$ cat src/design/srrw_pkg.sv
// ----------------------------------------------------------------------------
// srrw_pkg: shared types and constants for the receive window
// Result kinds, beat layouts and the sequencer state encoding.
// ----------------------------------------------------------------------------
package srrw_pkg;

    // Field widths
    localparam int SEQ_W = 32;
    localparam int PAY_W = 32;
    localparam int LEN_W = 11;
    localparam int KIND_W = 2;

    // Beat widths: fields packed from bit 0 and padded to whole bytes
    localparam int S_DATA_W = 80;   // seq_num, payload, payload_len
    localparam int M_DATA_W = 80;   // seq, payload_res, payload_len_res, end_seen

    // Result kinds carried on m_tuser
    localparam logic [KIND_W-1:0] KIND_ACK = 2'd0;
    localparam logic [KIND_W-1:0] KIND_DELIVER = 2'd1;
    localparam logic [KIND_W-1:0] KIND_IGNORE = 2'd2;

    // Sequencer states
    typedef enum logic [3:0] {
        ST_IDLE  = 4'b0001,
        ST_CLASS = 4'b0010,
        ST_READ  = 4'b0100,
        ST_DELIV = 4'b1000
    } state_t;

endpackage

$ cat src/design/selective_repeat_receive_window.sv
// ----------------------------------------------------------------------------
// selective_repeat_receive_window: receiver reorder window
// Acknowledges packets below the window end, stores in-window packets in
// their slot and delivers the contiguous run from the left edge in order.
// ----------------------------------------------------------------------------
//
//  Channel   Direction  Handshake          Content
//  s_*       in         s_tvalid/s_tready  one packet per beat
//  m_*       out        m_tvalid/m_tready  ack, delivery or ignore result
//  cfg_*     in         cfg_valid/cfg_ready start sequence number
//
//  Steps: an ack-only or ignored packet is accepted, then classified;
//  each delivered packet adds a slot memory read, then its result.
//  A start_seq write is taken while idle, ahead of any packet;
//  s_tready stays low while cfg_valid is high.
//  Reset clears the edge, the received marks and the output stage; the slot
//  memory is not cleared. A result held by m_tready low stalls the sequencer.
//
module selective_repeat_receive_window #(
    parameter int WIN_LEN = 8
) (
    input  logic                          aclk,
    input  logic                          aresetn,
    // configuration write
    input  logic                          cfg_valid,
    output logic                          cfg_ready,
    input  logic [srrw_pkg::SEQ_W-1:0]    cfg_data,
    // packet input
    input  logic                          s_tvalid,
    output logic                          s_tready,
    input  logic [srrw_pkg::S_DATA_W-1:0] s_tdata,  // seq_num, payload, payload_len
    input  logic                          s_tlast,  // end_flag
    // results
    output logic                          m_tvalid,
    input  logic                          m_tready,
    output logic [srrw_pkg::M_DATA_W-1:0] m_tdata,  // seq, payload_res, payload_len_res,
                                                    // end_seen
    output logic [srrw_pkg::KIND_W-1:0]   m_tuser,  // kind
    output logic                          m_tlast   // last
);

    localparam int SW = (WIN_LEN > 1) ? $clog2(WIN_LEN) : 1;
    localparam int SEQ_W = srrw_pkg::SEQ_W;
    localparam int PAY_W = srrw_pkg::PAY_W;
    localparam int LEN_W = srrw_pkg::LEN_W;
    localparam int ENT_W = PAY_W + LEN_W;
    localparam logic [SW:0] WIN_W = (SW+1)'(WIN_LEN);

    // Control registers
    srrw_pkg::state_t state_reg, state_next;
    logic [SEQ_W-1:0]   left_edge_reg, left_edge_next;
    logic [SW-1:0]      edge_slot_reg, edge_slot_next;
    logic [WIN_LEN-1:0] recv_reg, recv_next;
    logic               m_valid_reg, m_valid_next;

    // Payload registers
    logic [SEQ_W-1:0]   seq_reg;
    logic [PAY_W-1:0]   pay_reg;
    logic [LEN_W-1:0]   len_reg;
    logic               end_reg;
    logic [srrw_pkg::KIND_W-1:0] m_kind_reg, m_kind_next;
    logic [SEQ_W-1:0]   m_seq_reg, m_seq_next;
    logic [PAY_W-1:0]   m_pay_reg, m_pay_next;
    logic [LEN_W-1:0]   m_len_reg, m_len_next;
    logic               m_end_reg, m_end_next;
    logic               m_last_reg, m_last_next;

    // Slot memory: {payload, length}
    logic [ENT_W-1:0]   slot_mem [WIN_LEN];
    logic [ENT_W-1:0]   rd_data_reg;
    logic               mem_we;
    logic               mem_re;

    // Datapath terms
    logic               load_item;
    logic               out_free;
    logic [SEQ_W:0]     diff;
    logic               below;
    logic               ignore;
    logic               in_win;
    logic               deliver_now;
    logic [SW:0]        slot_sum;
    logic [SW-1:0]      wr_slot;
    logic [SW:0]        edge_inc;
    logic [SW-1:0]      next_slot;
    logic               at_max;
    logic               more;

    assign out_free  = !m_valid_reg || m_tready;
    assign cfg_ready = (state_reg == srrw_pkg::ST_IDLE);
    assign s_tready  = (state_reg == srrw_pkg::ST_IDLE) && !cfg_valid;
    assign load_item = s_tvalid && s_tready;

    // Classify against the window: one wide subtract and a compare
    assign diff   = {1'b0, seq_reg} - {1'b0, left_edge_reg};
    assign below  = diff[SEQ_W];
    assign ignore = !below && (diff[SEQ_W-1:0] >= SEQ_W'(WIN_LEN));
    assign in_win = !below && !ignore;
    assign deliver_now = in_win && (diff[SEQ_W-1:0] == '0);

    // Slot of the packet: edge slot plus offset, wrapped once
    assign slot_sum = {1'b0, edge_slot_reg} + {1'b0, diff[SW-1:0]};
    assign wr_slot  = (slot_sum >= WIN_W) ? SW'(slot_sum - WIN_W) : slot_sum[SW-1:0];

    // Next edge slot and run continuation
    assign edge_inc  = {1'b0, edge_slot_reg} + (SW+1)'(1);
    assign next_slot = (edge_inc == WIN_W) ? '0 : edge_inc[SW-1:0];
    assign at_max    = (left_edge_reg == '1);
    assign more      = !at_max && recv_reg[next_slot];

    // Sequencer
    always_comb begin
        state_next     = state_reg;
        left_edge_next = left_edge_reg;
        edge_slot_next = edge_slot_reg;
        recv_next      = recv_reg;
        m_valid_next   = m_valid_reg && !m_tready;
        m_kind_next    = m_kind_reg;
        m_seq_next     = m_seq_reg;
        m_pay_next     = m_pay_reg;
        m_len_next     = m_len_reg;
        m_end_next     = m_end_reg;
        m_last_next    = m_last_reg;
        mem_we         = 1'b0;
        mem_re         = 1'b0;
        case (state_reg)
            srrw_pkg::ST_IDLE: begin
                if (cfg_valid) begin
                    // reload edge, drop marks, restart the slot map at slot 0
                    left_edge_next = cfg_data;
                    recv_next      = '0;
                    edge_slot_next = '0;
                end else if (load_item) begin
                    state_next = srrw_pkg::ST_CLASS;
                end
            end
            srrw_pkg::ST_CLASS: begin
                if (out_free) begin
                    // emit ack or ignore, store in-window packet
                    m_valid_next = 1'b1;
                    m_kind_next  = ignore ? srrw_pkg::KIND_IGNORE : srrw_pkg::KIND_ACK;
                    m_seq_next   = seq_reg;
                    m_pay_next   = '0;
                    m_len_next   = '0;
                    m_end_next   = end_reg;
                    m_last_next  = !deliver_now;
                    if (in_win) begin
                        mem_we             = 1'b1;
                        recv_next[wr_slot] = 1'b1;
                    end
                    state_next = deliver_now ? srrw_pkg::ST_READ : srrw_pkg::ST_IDLE;
                end
            end
            srrw_pkg::ST_READ: begin
                mem_re     = 1'b1;
                state_next = srrw_pkg::ST_DELIV;
            end
            srrw_pkg::ST_DELIV: begin
                if (out_free) begin
                    // deliver edge slot, clear it, advance edge
                    m_valid_next = 1'b1;
                    m_kind_next  = srrw_pkg::KIND_DELIVER;
                    m_seq_next   = left_edge_reg;
                    m_pay_next   = rd_data_reg[ENT_W-1:LEN_W];
                    m_len_next   = rd_data_reg[LEN_W-1:0];
                    m_end_next   = end_reg;
                    m_last_next  = !more;
                    recv_next[edge_slot_reg] = 1'b0;
                    if (!at_max) begin
                        left_edge_next = left_edge_reg + SEQ_W'(1);
                        edge_slot_next = next_slot;
                    end
                    state_next = more ? srrw_pkg::ST_READ : srrw_pkg::ST_IDLE;
                end
            end
            default: begin
                state_next = srrw_pkg::ST_IDLE;
            end
        endcase
    end

    // Control state
    always_ff @(posedge aclk) begin
        if (!aresetn) begin
            state_reg     <= srrw_pkg::ST_IDLE;
            left_edge_reg <= '0;
            edge_slot_reg <= '0;
            recv_reg      <= '0;
            m_valid_reg   <= 1'b0;
        end else begin
            state_reg     <= state_next;
            left_edge_reg <= left_edge_next;
            edge_slot_reg <= edge_slot_next;
            recv_reg      <= recv_next;
            m_valid_reg   <= m_valid_next;
        end
    end

    // Item capture and output stage
    always_ff @(posedge aclk) begin
        if (load_item) begin
            seq_reg <= s_tdata[SEQ_W-1:0];
            pay_reg <= s_tdata[SEQ_W+PAY_W-1:SEQ_W];
            len_reg <= s_tdata[SEQ_W+PAY_W+LEN_W-1:SEQ_W+PAY_W];
            end_reg <= s_tlast;
        end
        m_kind_reg    <= m_kind_next;
        m_seq_reg     <= m_seq_next;
        m_pay_reg     <= m_pay_next;
        m_len_reg     <= m_len_next;
        m_end_reg     <= m_end_next;
        m_last_reg    <= m_last_next;
    end

    // Slot memory: one write port, one registered read port
    always_ff @(posedge aclk) begin
        if (mem_we) begin
            slot_mem[wr_slot] <= {pay_reg, len_reg};
        end
        if (mem_re) begin
            rd_data_reg <= slot_mem[edge_slot_reg];
        end
    end

    assign m_tvalid = m_valid_reg;
    assign m_tuser  = m_kind_reg;
    assign m_tlast  = m_last_reg;
    assign m_tdata  = {{(srrw_pkg::M_DATA_W - SEQ_W - PAY_W - LEN_W - 1){1'b0}},
                       m_end_reg, m_len_reg, m_pay_reg, m_seq_reg};

endmodule

$ cat config.mk
export PLATFORM = sky130hd
export DESIGN_NAME = selective_repeat_receive_window
export DESIGN_NICKNAME = d
export VERILOG_FILES = /design/src/design/srrw_pkg.sv /design/src/design/selective_repeat_receive_window.sv
export SDC_FILE = /design/constraint.sdc
export NUM_CORES = 1
export LEC_CHECK = 0
export BUFFER_PORTS_ARGS = -buffer_cell sky130_fd_sc_hd__buf_4
export CAP_MARGIN = 20
export CORE_MARGIN = 5
export CORE_UTILIZATION = 35
export CTS_BUF_LIST = sky130_fd_sc_hd__clkbuf_8
export DETAILED_ROUTE_END_ITERATION = 10
export PLACE_DENSITY = 0.54
export SKIP_LAST_GASP = 1
export SYNTH_ARGS = -nofsm -noshare
export SYNTH_HDL_FRONTEND = slang
export SYNTH_SLANG_ARGS = --single-unit
$ cat constraint.sdc
create_clock -name aclk -period 7.2 [get_ports aclk]
set_input_delay 0.72 -clock aclk [delete_from_list [all_inputs] [get_ports aclk]]
set_output_delay 0.72 -clock aclk [all_outputs]
set_load 0.02 [all_outputs]
Word level (Yosys, flattened, before mapping)
Memory sizes are Yosys's and may differ from the RTL's. A register that Yosys moved wholly into a read port is not among the register bits.
Index checks and enable logic that the tools add are counted.
{"block": "totals", "regBits": 203, "ramBits": 344, "input_bits": 118, "memories": 1}
{"block": "classes", "addsub": 5, "magnitude_cmp": 7, "eq_ne": 13, "muxes": 52, "bitwise": 3, "reduce_logical": 28}
{"name": "slot_mem", "words": 8, "word_bits": 43, "read_ports": 1, "rd_ports_with_merged_regs": 1, "write_ports": 1, "line": "selective_repeat_receive_window.sv:69", "source": "logic [ENT_W-1:0] slot_mem [WIN_LEN];"}
{"operator": "$mux 32", "n": 7}
{"operator": "$pmux 32 s2", "n": 3}
{"operator": "$sub 32x32->33", "n": 1}
{"operator": "$add 32x1->32 const B", "n": 1}
{"operator": "$eq 32x32->1 const B", "n": 1}
{"operator": "$ge 32x4->1 const B", "n": 1}
{"operator": "$logic_not 32->1", "n": 1}
{"operator": "$mux 8", "n": 4}
{"operator": "$pmux 8 s3", "n": 1}
{"operator": "$mux 11", "n": 2}
{"operator": "$pmux 11 s2", "n": 1}
{"operator": "$mux 3", "n": 7}
{"operator": "$mux 4", "n": 4}
{"operator": "$pmux 4 s4", "n": 1}
{"operator": "$mux 1", "n": 13}
{"operator": "$lt 3x4->1 const B", "n": 3}
{"operator": "$ne 2x2->1 const B", "n": 6}
{"operator": "$logic_and 1x1->1", "n": 9}
{"operator": "$and 8x8->8", "n": 1}
{"operator": "$eq 4x4->1 const B", "n": 2}
{"operator": "$logic_not 1->1", "n": 8}
{"operator": "$not 8->8", "n": 1}
{"operator": "$or 8x8->8", "n": 1}
{"operator": "$reduce_and 4->1", "n": 2}
{"operator": "other kinds (22)", "n": 27}

Logic depth before layout (Yosys ltp)
Gate-level depths: netlist of the first run.
{"block": "depth", "word_depth": 12, "depth_mapped": 12, "mapped_depth_nobuf": 12}

Worst setup path after synthesis of the first run
No wires, ideal clock.
{"block": "synth_timing", "path_kind": "reg2reg", "from": "register left_edge_reg[8]", "to": "memory slot_mem[0][0] (netlist name), enable pin", "arrival_time_ps": 7128, "required_ps": 6650, "slack_ps": -478, "path_stages_with_launch": 13, "n_path_buf": 1, "synth_period_minus_slack_ps": 7678, "path_cell_list": "dfxtp_1 > inv_1 > ha_1 > buf_2 > o21a_1 > o2111ai_1 > a2111o_1 > a21o_1 > a41o_1 > or4_4 > nor4_4 > nand2_4 > nor4_1"}
{"block": "synth_via", "elab_chain_cells": 10, "word_cells_on_any_way": 11, "cone_classes": "1 x add/sub; 1 x order compare; 5 x mux; 4 x reduce/logical"}
{"item": "start: declaration", "line": "selective_repeat_receive_window.sv:51", "source": "logic [SEQ_W-1:0] left_edge_reg, left_edge_next;"}
{"item": "start signal: assignment", "line": "selective_repeat_receive_window.sv:192", "source": "left_edge_reg <= left_edge_next;"}
{"item": "$sub 32x32->33 (*)", "line": "selective_repeat_receive_window.sv:95", "source": "assign diff = {1'b0, seq_reg} - {1'b0, left_edge_reg};"}
{"item": "$ge 32x4->1 or $logic_not 1->1 (tied branches)", "line": "selective_repeat_receive_window.sv:97, selective_repeat_receive_window.sv:98"}
{"item": "$logic_and 1x1->1", "line": "selective_repeat_receive_window.sv:97", "source": "assign ignore = !below && (diff[SEQ_W-1:0] >= SEQ_W'(WIN_LEN));"}
{"item": "$logic_not 1->1", "line": "selective_repeat_receive_window.sv:98", "source": "assign in_win = !below && !ignore;"}
{"item": "$logic_and 1x1->1 (*)", "line": "selective_repeat_receive_window.sv:98"}
{"item": "$mux 1 (*)", "line": "selective_repeat_receive_window.sv:147", "source": "if (in_win) begin"}
{"item": "$mux 1 (*)", "line": "selective_repeat_receive_window.sv:138", "source": "if (out_free) begin"}
{"item": "$mux 1 (*)", "line": "selective_repeat_receive_window.sv:126", "source": "case (state_reg)"}
{"item": "$mux 1 (*)", "line": "selective_repeat_receive_window.sv:217", "source": "if (mem_we) begin"}
{"item": "$mux 1 (not written as such) (*)", "line": "selective_repeat_receive_window.sv:218", "source": "slot_mem[wr_slot] <= {pay_reg, len_reg};"}
{"item": "end: declaration", "line": "selective_repeat_receive_window.sv:69"}
Every way passes the cells marked *; elsewhere a longest branch is shown, timed or not.

Worst setup path in the final report of the first run
{"block": "layout_timing", "from": "register left_edge_reg[0]", "to": "memory slot_mem[0][13] (netlist name), enable pin"}
{"block": "layout_via", "elab_chain_cells": 10, "word_cells_on_any_way": 15, "cone_classes": "3 x add/sub; 2 x order compare; 6 x mux; 4 x reduce/logical"}
{"item": "$sub 32x32->33 (*)", "line": "selective_repeat_receive_window.sv:95"}
{"item": "$ge 32x4->1 or $logic_not 1->1 (tied branches)", "line": "selective_repeat_receive_window.sv:97, selective_repeat_receive_window.sv:98"}
{"item": "$logic_and 1x1->1", "line": "selective_repeat_receive_window.sv:97"}
{"item": "$logic_not 1->1", "line": "selective_repeat_receive_window.sv:98"}
{"item": "$logic_and 1x1->1", "line": "selective_repeat_receive_window.sv:98"}
{"item": "$mux 1", "line": "selective_repeat_receive_window.sv:147"}
{"item": "$mux 1", "line": "selective_repeat_receive_window.sv:138"}
{"item": "$mux 1", "line": "selective_repeat_receive_window.sv:126"}
{"item": "$mux 1", "line": "selective_repeat_receive_window.sv:217"}
{"item": "$mux 1 (not written as such)", "line": "selective_repeat_receive_window.sv:218"}
Marked as above.

==> results of run 1 <==
==> through the flow <==
step / TNS (ns) / util [%]
finish: 0 / 42.2
global route: 0 / 42.2
CTS: 0 / 42.2
detailed placement: 0 / 39.1
global placement: 0 / 39.1
floorplan: -164.41 / -
==> layout by cell type, fill, tap and decap left out, types with 9 or more instances in the layout <==
master and count:
edfxtp_1 542, buf_4 218, a22oi_1 181, nand2_1 110, o21ai_0 108, clkbuf_8 103, a21oi_1 80, inv_1 71
nor2_1 68, and2_1 61, nand4_1 59, dfxtp_1 48, ha_1 35, clkinv_1 29, nand3_1 23, clkinv_2 22
nor3_1 19, nor2b_1 16, o211ai_1 13, xnor2_1 11, a211oi_1 10, and3_1 10, a31oi_1 9, bufinv_16 9
==> kinds of logic after synthesis <==
kind of cell,Yosys count,share of synthesized area (%)
other cells,1,0.0157
compound gates,477,13.2
simple gates,422,9.24
xor+xnor,19,0.696
fa+ha+maj,37,2.00
buf+inv,143,2.39
flops,590,72.1
mux,7,0.398
==> per-layer routing <==
metal,routed length [µm],track usage (%)
met1,27300,22.1
met2,31500,28.7
met3,3770,3.45
met4,1120,4.29
met5,0,0
==> power breakdown <==
group          internal, mW  switching, mW  total, mW
registers              3.77         0.0477       3.82
logic                 0.171          0.262      0.433
clock network          1.68           1.40       3.08
total                  5.63           1.71       7.34
==> final timing paths <==
path	endpoint	cells after the start	from	slack (ns)
setup / recovery	slot_mem[0][13]$_DFFE_PP_	12	left_edge_reg[0]$_SDFFE_PN0P_	2.14
setup reg to reg	slot_mem[0][13]$_DFFE_PP_	12	left_edge_reg[0]$_SDFFE_PN0P_	2.14
hold / removal	pay_reg[28]$_DFFE_PP_	1	s_tdata[60]	0.18
hold reg to reg	m_end_reg$_DFFE_PP_	0	end_reg$_DFFE_PP_	0.44
==> final cells by class <==
cell class / instances / area share (%)
Sequential cell: 590 / 60.5
Multi-Input combinational cell: 966 / 21.9
Timing Repair Buffer: 218 / 5.74
Clock buffer: 103 / 4.98
Tap cell: 873 / 3.83
Clock inverter: 86 / 2.37
Inverter: 54 / 0.711
Antenna cell: 1 / 0.00878
==> worst register-to-register path, delay by kind of cell (launching register included) <==
kind,cells,cell delay (ns)
AO/OA/AOI/OAI,4,1.49
XOR/XNOR,1,0.16
adder cells (fa/ha/maj),2,0.68
buffers and inverters,1,0.69
flip-flops,1,0.39
AND/OR/NAND/NOR,4,1.25
==> results_dict.tcl, run 1 <==
set metrics [dict create \
    max_slew_margin_pct 27.1 \
    die-height_um 271 \
    synth.avg_cell_area_um2 14.1 \
    drive_above_1_share_pct 19.8 \
    grt.overflow.total 0 \
    synth-async-reset-ratio_pct 0 \
    cts_tree "yes" \
    required_ns 7.52 \
    dp_hpwl_um 36400 \
    leakage_nw 9.49 \
    cts_sinks 590 \
    io_pins 204 \
    crit_buf_inv 1 \
    portBuffers 194 \
    worst_slew_pin_slew_ns 1.09 \
    yosysUniqueCellTypes 75 \
    ys_warn_count 0 \
    dr.pass1.iters 6 \
    min_path_type "primary input to flop" \
    rows 95 \
    yosys-top-cells-area "edfxtp_1, a22oi_1, dfxtp_1, o21ai_0, ha_1" \
    clkSlewWorstSetupHoldPaths_ns 0.06 \
    yosysMostFrequentCell "edfxtp_1" \
    multi_input_area_um2 6230 \
    p_total_mw 7.34 \
    worstSetupPathType "flop to flop" \
    clock_skew_ns 0.0498 \
    core_area_um2 67500 \
    grt_pass1_vias 15839 \
    avgRoutedWirePerCell_um 22.0 \
    period_needed_ns 5.06 \
    setup_ws_ns 2.14 \
    drtIter0Drc 1466 \
    grt.total_usage_pct 16.8 \
    timing.final.crit_share_pct 70.3 \
    fill_cells 6217 \
    antenna_found_initial 1 \
    cts_root_buf "clkbuf_8" \
    setup_viol_count_final 0 \
    vias 15353 \
    postRouteAntennaNets 0 \
    ff_latch_area_um2 17200 \
    post_cts_buffers 0 \
    post-place-ws_ns 2.25 \
    start_kind "flop" \
    grt_pass1_wl_um 96200 \
    synth.top_cell.area_share_pct 68.0 \
    synth_common_cells "edfxtp_1, a22oi_1, nand2_1" \
    cts_buffers 100 \
    die-area_um2 73700 \
    synth_seq_area_share_pct 72.1 \
    cts_resized 0 \
    drc 0 \
    netlist_instances 1696 \
    cp-end-kind "flop" \
    instances_no_fill 2891 \
    area_growth_pct 19.1 \
    cp_slowest_cell "buf_4" \
    synthFlopType "edfxtp_1" \
    largest_reg_flops 344 \
    syn_area_um2 23900 \
    crit_arrival_ns 5.38 \
    clock_path_buffers 3 \
    worst_path_largest_cell_delay_ns 0.69 \
    fin_hold_ws_ns 0.182 \
    placed_area_um2 26400 \
    gp_congestion 0.888 \
    crit_chain "ha_1 -> fa_1 -> nor2b_1 -> o2111ai_1 -> a21o_1 -> a211oi_1 -> nor2_1 -> xnor2_1 -> a311oi_1 -> nand2_1 -> nor4_2 -> buf_4" \
    status "completed" \
    finalInstanceArea_um2 28500 \
    vias_per_cell 5.31 \
    hold_viol 0 \
    yosys_register_bits 590 \
    fp.dieW_um 271 \
    nets 2085 \
    initial_core_util_pct 35.4 \
    grt_start_max_net_pins 90 \
    cpLargestDelayFamily "compound AO/OA/AOI/OAI gates" \
    hold_buffers 0 \
    crit_fanout 43 \
    drt_wl_total_um 63700 \
    clk_latency_ns 0.71 \
    peakVddDrop_mv 0.154 \
    grt_setup_unrepaired "false" \
    placedCellCount 2701 \
    fmax_mhz 197 \
    synth_top_area_cell "edfxtp_1" \
    htreeDepth 3 \
    synth_edf_count 542 \
    max-cap-violations 0 \
    power_per_cell_area_nw_per_um2 258 \
    maxSlewViolCount 0 \
]
Note: power is estimated with default switching activity, not from simulation.
==> inputs of run 2 (changes only) <==
Settings changed: ABC_AREA from default to 1.
Clock period 7.2 ns to 4.5 ns, I/O delays scaled along.
==> results_dict.tcl, run 2 <==
set metrics [dict create \
    min_path_type "primary input to flop" \
    core_area_um2 71100 \
    vias 17321 \
    postRouteAntennaNets 0 \
    grt.total_usage_pct 17.3 \
    clock_path_buffers 3 \
    cp-end-kind "flop" \
    status "completed" \
    pwr-share-comb_pct 12.4 \
    crit_fanout 43 \
    hold_viol 0 \
    antenna_found_initial 1 \
    intPower_mw 9.30 \
    drt_wl_total_um 68100 \
    synthXorXnorAreaFrac_pct 0.421 \
    clkPwrFrac_pct 38.5 \
    post_cts_buffers 0 \
    drtIter0Drc 1285 \
    cts_sinks 590 \
    max-cap-violations 0 \
    cts_buffers 99 \
    synth_edf_count 542 \
    maxSlewViolCount 0 \
    yosysMostFrequentCell "edfxtp_1" \
    clk_latency_ns 0.70 \
    largest_reg_flops 344 \
    grt_pass1_vias 17646 \
    dr.pass1.iters 5 \
    setup_tns_ns 0 \
    cts_tree "yes" \
    clkSlewWorstSetupHoldPaths_ns 0.06 \
    peakVddDrop_mv 0.242 \
    drc 0 \
    final_common_cell "edfxtp_1" \
    p_sw_share_pct 26.3 \
    vias_per_cell 4.89 \
    die-area_um2 76800 \
    cts_root_buf "clkbuf_8" \
    max_slew_margin_pct 38.9 \
    power_per_cell_area_nw_per_um2 412 \
    grt.overflow.total 0 \
    mostFrequentLayoutCells "edfxtp_1, nand2_1, inv_1, buf_4, nor2_1" \
    gp_congestion 0.890 \
    synth.avg_cell_area_um2 11.6 \
    synthFlopType "edfxtp_1" \
    worst_slew_pin_slew_ns 0.915 \
    instances_no_fill 3542 \
    rows 98 \
    yosys_register_bits 590 \
    synth_seq_area_share_pct 69.0 \
    fin_hold_ws_ns 0.0822 \
    yosys-top-cells-area "edfxtp_1, nand2_1, dfxtp_1, inv_1, nor2_1" \
    grt_start_max_net_pins 57 \
    yosysUniqueCellTypes 48 \
    period_needed_ns 3.92 \
    crit_arrival_ns 4.27 \
    timing.final.crit_share_pct 87.2 \
    dp_hpwl_um 41600 \
    portBuffers 194 \
    synth_fa_ha_area_share_pct 1.91 \
    synth_top_family_by_area "simple AND/OR/NAND/NOR gates" \
    synth_top_area_cell "edfxtp_1" \
    placedCellCount 3266 \
    ys_warn_count 0 \
    clock_skew_ns 0.0461 \
    setup_viol_count_final 0 \
    synth_compound_area_share_pct 8.11 \
    synth_simple_gate_area_share_pct 15.5 \
    initial_core_util_pct 35.1 \
    io_pins 204 \
    synth-async-reset-ratio_pct 0 \
    synth_common_cells "edfxtp_1, nand2_1, inv_1" \
    leakage_nw 11.8 \
    worstSetupPathType "flop to flop" \
    p_seq_share_pct 49.2 \
    start_kind "flop" \
    required_ns 4.84 \
    synth.area.mux_share_pct 0 \
    fp.dieW_um 277 \
    htreeDepth 3 \
    syn_area_um2 25000 \
    p_sw_mw 3.33 \
    fmax_mhz 255 \
    grt_pass1_wl_um 103000 \
    avgRoutedWirePerCell_um 19.2 \
    netlist_instances 2162 \
    area_growth_pct 22.8 \
    die-height_um 277 \
    drive_above_1_share_pct 16.8 \
    grt_setup_unrepaired "false" \
    fill_cells 6736 \
    synth.top_cell.area_share_pct 65.2 \
    nets 2658 \
]
[run 2: cell count changes in the layout (fill, tap and decap cells not counted), moves of 48 or more]
cell / change
dlygate4sd3_1: +86
and2_1: -61
nand3_1: +50
inv_1: +184
o21ai_0: -48
nor2_1: +120
a22oi_1: -129
nand2_1: +379
[run 2: cell families after synthesis]
group,count (synthesis)
other,1
AOI/OAI and AO/OA,298
DFF,590
and+or+nand+nor,899
xor gates and xnor gates,12
adders and majority gates,37
buffers and inverters,325
[run 2: metrics by stage]
step	power [mW]	util [%]	setup slack, ns	area, µm²
finish	12.6	43.1	0.575	30700
floorplan	7.32	-	0.146	25000
CTS	12.8	43.1	0.554	30700
global route	13.3	43.1	0.267	30700
detailed placement	7.83	39.0	0.574	27800
global placement	7.82	39.0	0.583	27800
[run 2: path summary, 6_finish.rpt]
| path | start | endpoint | slack, ns | cells after the start |
|---|---|---|---|---|
| min | cfg_data[23] | left_edge_reg[23]$_SDFFE_PN0P_ | 0.08 | 3 |
| min reg2reg | end_reg$_DFFE_PP_ | m_end_reg$_DFFE_PP_ | 0.43 | 0 |
| max reg2reg | left_edge_reg[19]$_SDFFE_PN0P_ | slot_mem[2][38]$_DFFE_PP_ | 0.58 | 18 |
| max | left_edge_reg[19]$_SDFFE_PN0P_ | slot_mem[2][38]$_DFFE_PP_ | 0.58 | 18 |
[run 2: critical path, stage by stage (launching register included)]
cell     delay, ns
dfxtp_1       0.41
inv_1         0.11
ha_1          0.42
a21oi_1       0.25
nand2_1       0.11
inv_1         0.06
nand2_1       0.10
a21oi_1       0.26
nand2_1       0.12
nand2_1       0.07
nand2_1       0.05
nor2_1        0.13
nand2_1       0.10
nor2_1        0.12
nand3_1       0.14
or2_1         0.41
buf_4         0.25
nor2_4        0.11
buf_12        0.32
[run 2: area by class of cell]
cell class / count / area (µm²) / share of cell area [%]
Sequential cell: 590 / 17200 / 56.2
Multi-Input combinational cell: 1250 / 6590 / 21.5
Timing Repair Buffer: 311 / 2680 / 8.72
Clock buffer: 100 / 1380 / 4.49
Tap cell: 950 / 1190 / 3.88
Inverter: 251 / 942 / 3.07
Clock inverter: 87 / 654 / 2.13
Antenna cell: 3 / 7.51 / 0.0245
[run 2: power groups by stage]
stage / Combinational, mW / Clock [mW] / Sequential [mW]
2_1_floorplan: 1.02 / 0 / 6.29
3_3_place_gp: 1.50 / 0 / 6.32
3_5_place_dp: 1.51 / 0 / 6.33
4_1_cts: 1.58 / 5.03 / 6.21
5_1_grt: 1.75 / 5.28 / 6.22
6_report: 1.56 / 4.86 / 6.21
[run 2: timing repair]
item                      CTS  global route
hold buffers               86             0
gates resized for setup     0             0
hold endpoints to repair   86             0
[run 2: layer usage]
layer	vias up	global-route usage [%]	wire, µm
met2	478	29.6	33400
met4	0	5.57	1640
li1	8303	-	-
met1	8417	22.7	29900
met3	123	2.89	3180
met5	-	0	0
==> inputs of run 3 (changes only) <==
Settings changed: REMOVE_ABC_BUFFERS from default to 1.
==> results_dict.tcl, run 3 (synthesized netlist as in run 2, its figures left out) <==
set metrics [dict create \
    die-area_um2 76800 \
    post_cts_buffers 0 \
    cp_slowest_cell "or2_1" \
    placed_area_um2 27700 \
    hold_viol 0 \
    fp.dieW_um 277 \
    largest_reg_flops 344 \
    vias 17545 \
    io_pins 204 \
    cts_root_buf "clkbuf_8" \
    clock_path_buffers 3 \
    crit_fanout 17 \
    grt_setup_unrepaired "false" \
    worst_slew_pin_slew_ns 0.883 \
    path_depth 20 \
    period_needed_ns 3.94 \
    instances_no_fill 3551 \
    grt_use_met3_pct 2.93 \
    cts_tree "yes" \
    busiest_layer "met2" \
    crit_buf_inv 3 \
    crit_arrival_ns 4.30 \
    grt.overflow.total 0 \
    postRouteAntennaNets 0 \
    cts_sinks 590 \
    start_kind "flop" \
    setup_viol_count_final 0 \
    worst_path_largest_cell_delay_ns 0.51 \
    cts_buffers 102 \
    final_common_cell "edfxtp_1" \
    htreeDepth 3 \
    peakVddDrop_mv 0.228 \
    power_per_cell_area_nw_per_um2 415 \
    grt_pass1_vias 18278 \
    gp_congestion 0.900 \
    drive_above_1_share_pct 16.6 \
    crit_top_cell "nand2_1" \
    maxSlewViolCount 0 \
    placedCellCount 3264 \
    fin_hold_ws_ns 0.0909 \
    timing.final.crit_share_pct 87.5 \
    status "completed" \
    dr.pass1.iters 5 \
    area_growth_pct 23.3 \
    clk_latency_ns 0.73 \
    drt_wl_total_um 69400 \
    grt_start_max_net_pins 76 \
    cpLargestDelayFamily "simple AND/OR/NAND/NOR gates" \
    worstRegToRegCells 20 \
    max_slew_margin_pct 41.1 \
    die-height_um 277 \
    core_area_um2 71100 \
    antenna_found_initial 1 \
    fmax_mhz 254 \
    nets 2670 \
    drc 0 \
    portBuffers 194 \
    worstSetupPathType "flop to flop" \
    finalInstanceArea_um2 30800 \
    cp-end-kind "flop" \
    initial_core_util_pct 35.1 \
    cts_resized 0 \
    vias_per_cell 4.94 \
    max-cap-violations 0 \
    leakage_nw 11.9 \
    required_ns 4.86 \
    use_met2_pct 30.9 \
    grt.met1_usage_pct 22.6 \
    clkSlewWorstSetupHoldPaths_ns 0.06 \
    rows 98 \
    hold_buffers 97 \
    fill_cells 6738 \
    min_path_type "primary input to flop" \
    clock_skew_ns 0.0387 \
    drtIter0Drc 1250 \
    min_path_cells 3 \
    dp_hpwl_um 42000 \
    mostFrequentLayoutCells "edfxtp_1, nand2_1, inv_1, buf_4, nor2_1" \
    grt.total_usage_pct 17.7 \
    avgRoutedWirePerCell_um 19.5 \
    crit_chain "inv_1 -> ha_1 -> fa_1 -> inv_1 -> nand3_1 -> nand2_2 -> nand2_1 -> nand2_1 -> nand2_1 -> nand2_2 -> nand2_1 -> nand3_1 -> nand2_1 -> nor2_1 -> nand2_1 -> nor2_1 -> nand3_1 -> or2_1 -> nor2_4 -> buf_4" \
    grt_pass1_wl_um 106000 \
]
run 3: cell types whose count changed in the layout (fill, tap and decap cells not counted), sizes merged:
cell / change
diode: -1
clkbuf: +5
clkinvlp: +2
dlygate4sd3: +11
buf: -2
clkinv: -21
inv: +15
run 3: cell type report:
type	count	area, µm²	share of cell area [%]
Inverter	251	942	3.06
Multi-Input combinational cell	1250	6590	21.4
Clock buffer	105	1450	4.69
Timing Repair Buffer	320	2750	8.91
Antenna cell	2	5.00	0.0163
Sequential cell	590	17200	56.0
Tap cell	950	1190	3.86
Clock inverter	83	646	2.10
run 3: routing by layer:
metal,vias to the layer above,part of all wire (%)
met4,0,2.4
met5,-,0
met1,8622,43
met2,477,50
met3,130,4.7
li1,8316,-
run 3: where the power goes:
| part | switching (mW) | internal, mW |
|---|---|---|
| Combinational | 0.998 | 0.573 |
| Clock | 2.28 | 2.72 |
| Sequential | 0.113 | 6.10 |
| Total | 3.39 | 9.40 |
run 3: per-stage QoR:
stage	power, mW	setup TNS [ns]	util, %	setup WS, ns
finish	12.8	0	43.3	0.564
global route	13.4	0	43.3	0.283
CTS	13.0	0	43.3	0.534
detailed placement	7.83	0	39.0	0.575
global placement	7.81	0	39.0	0.652
floorplan	7.30	-312.04	-	-2.86
run 3: worst register-to-register path: cells and delay by family (launching register included):
kind | cells | cell delay [ns]
adders and majority gates | 2 | 0.61
buffers and inverters | 3 | 0.53
DFF | 1 | 0.34
and+or+nand+nor | 15 | 2.08
run 3: path summary, 6_finish.rpt:
kind	slack (ns)	end	from
hold reg to reg	0.43	m_end_reg$_DFFE_PP_	end_reg$_DFFE_PP_
setup reg to reg	0.56	slot_mem[6][29]$_DFFE_PP_	seq_reg[0]$_DFFE_PP_
hold / removal	0.09	left_edge_reg[26]$_SDFFE_PN0P_	cfg_data[26]
setup / recovery	0.56	slot_mem[6][29]$_DFFE_PP_	seq_reg[0]$_DFFE_PP_
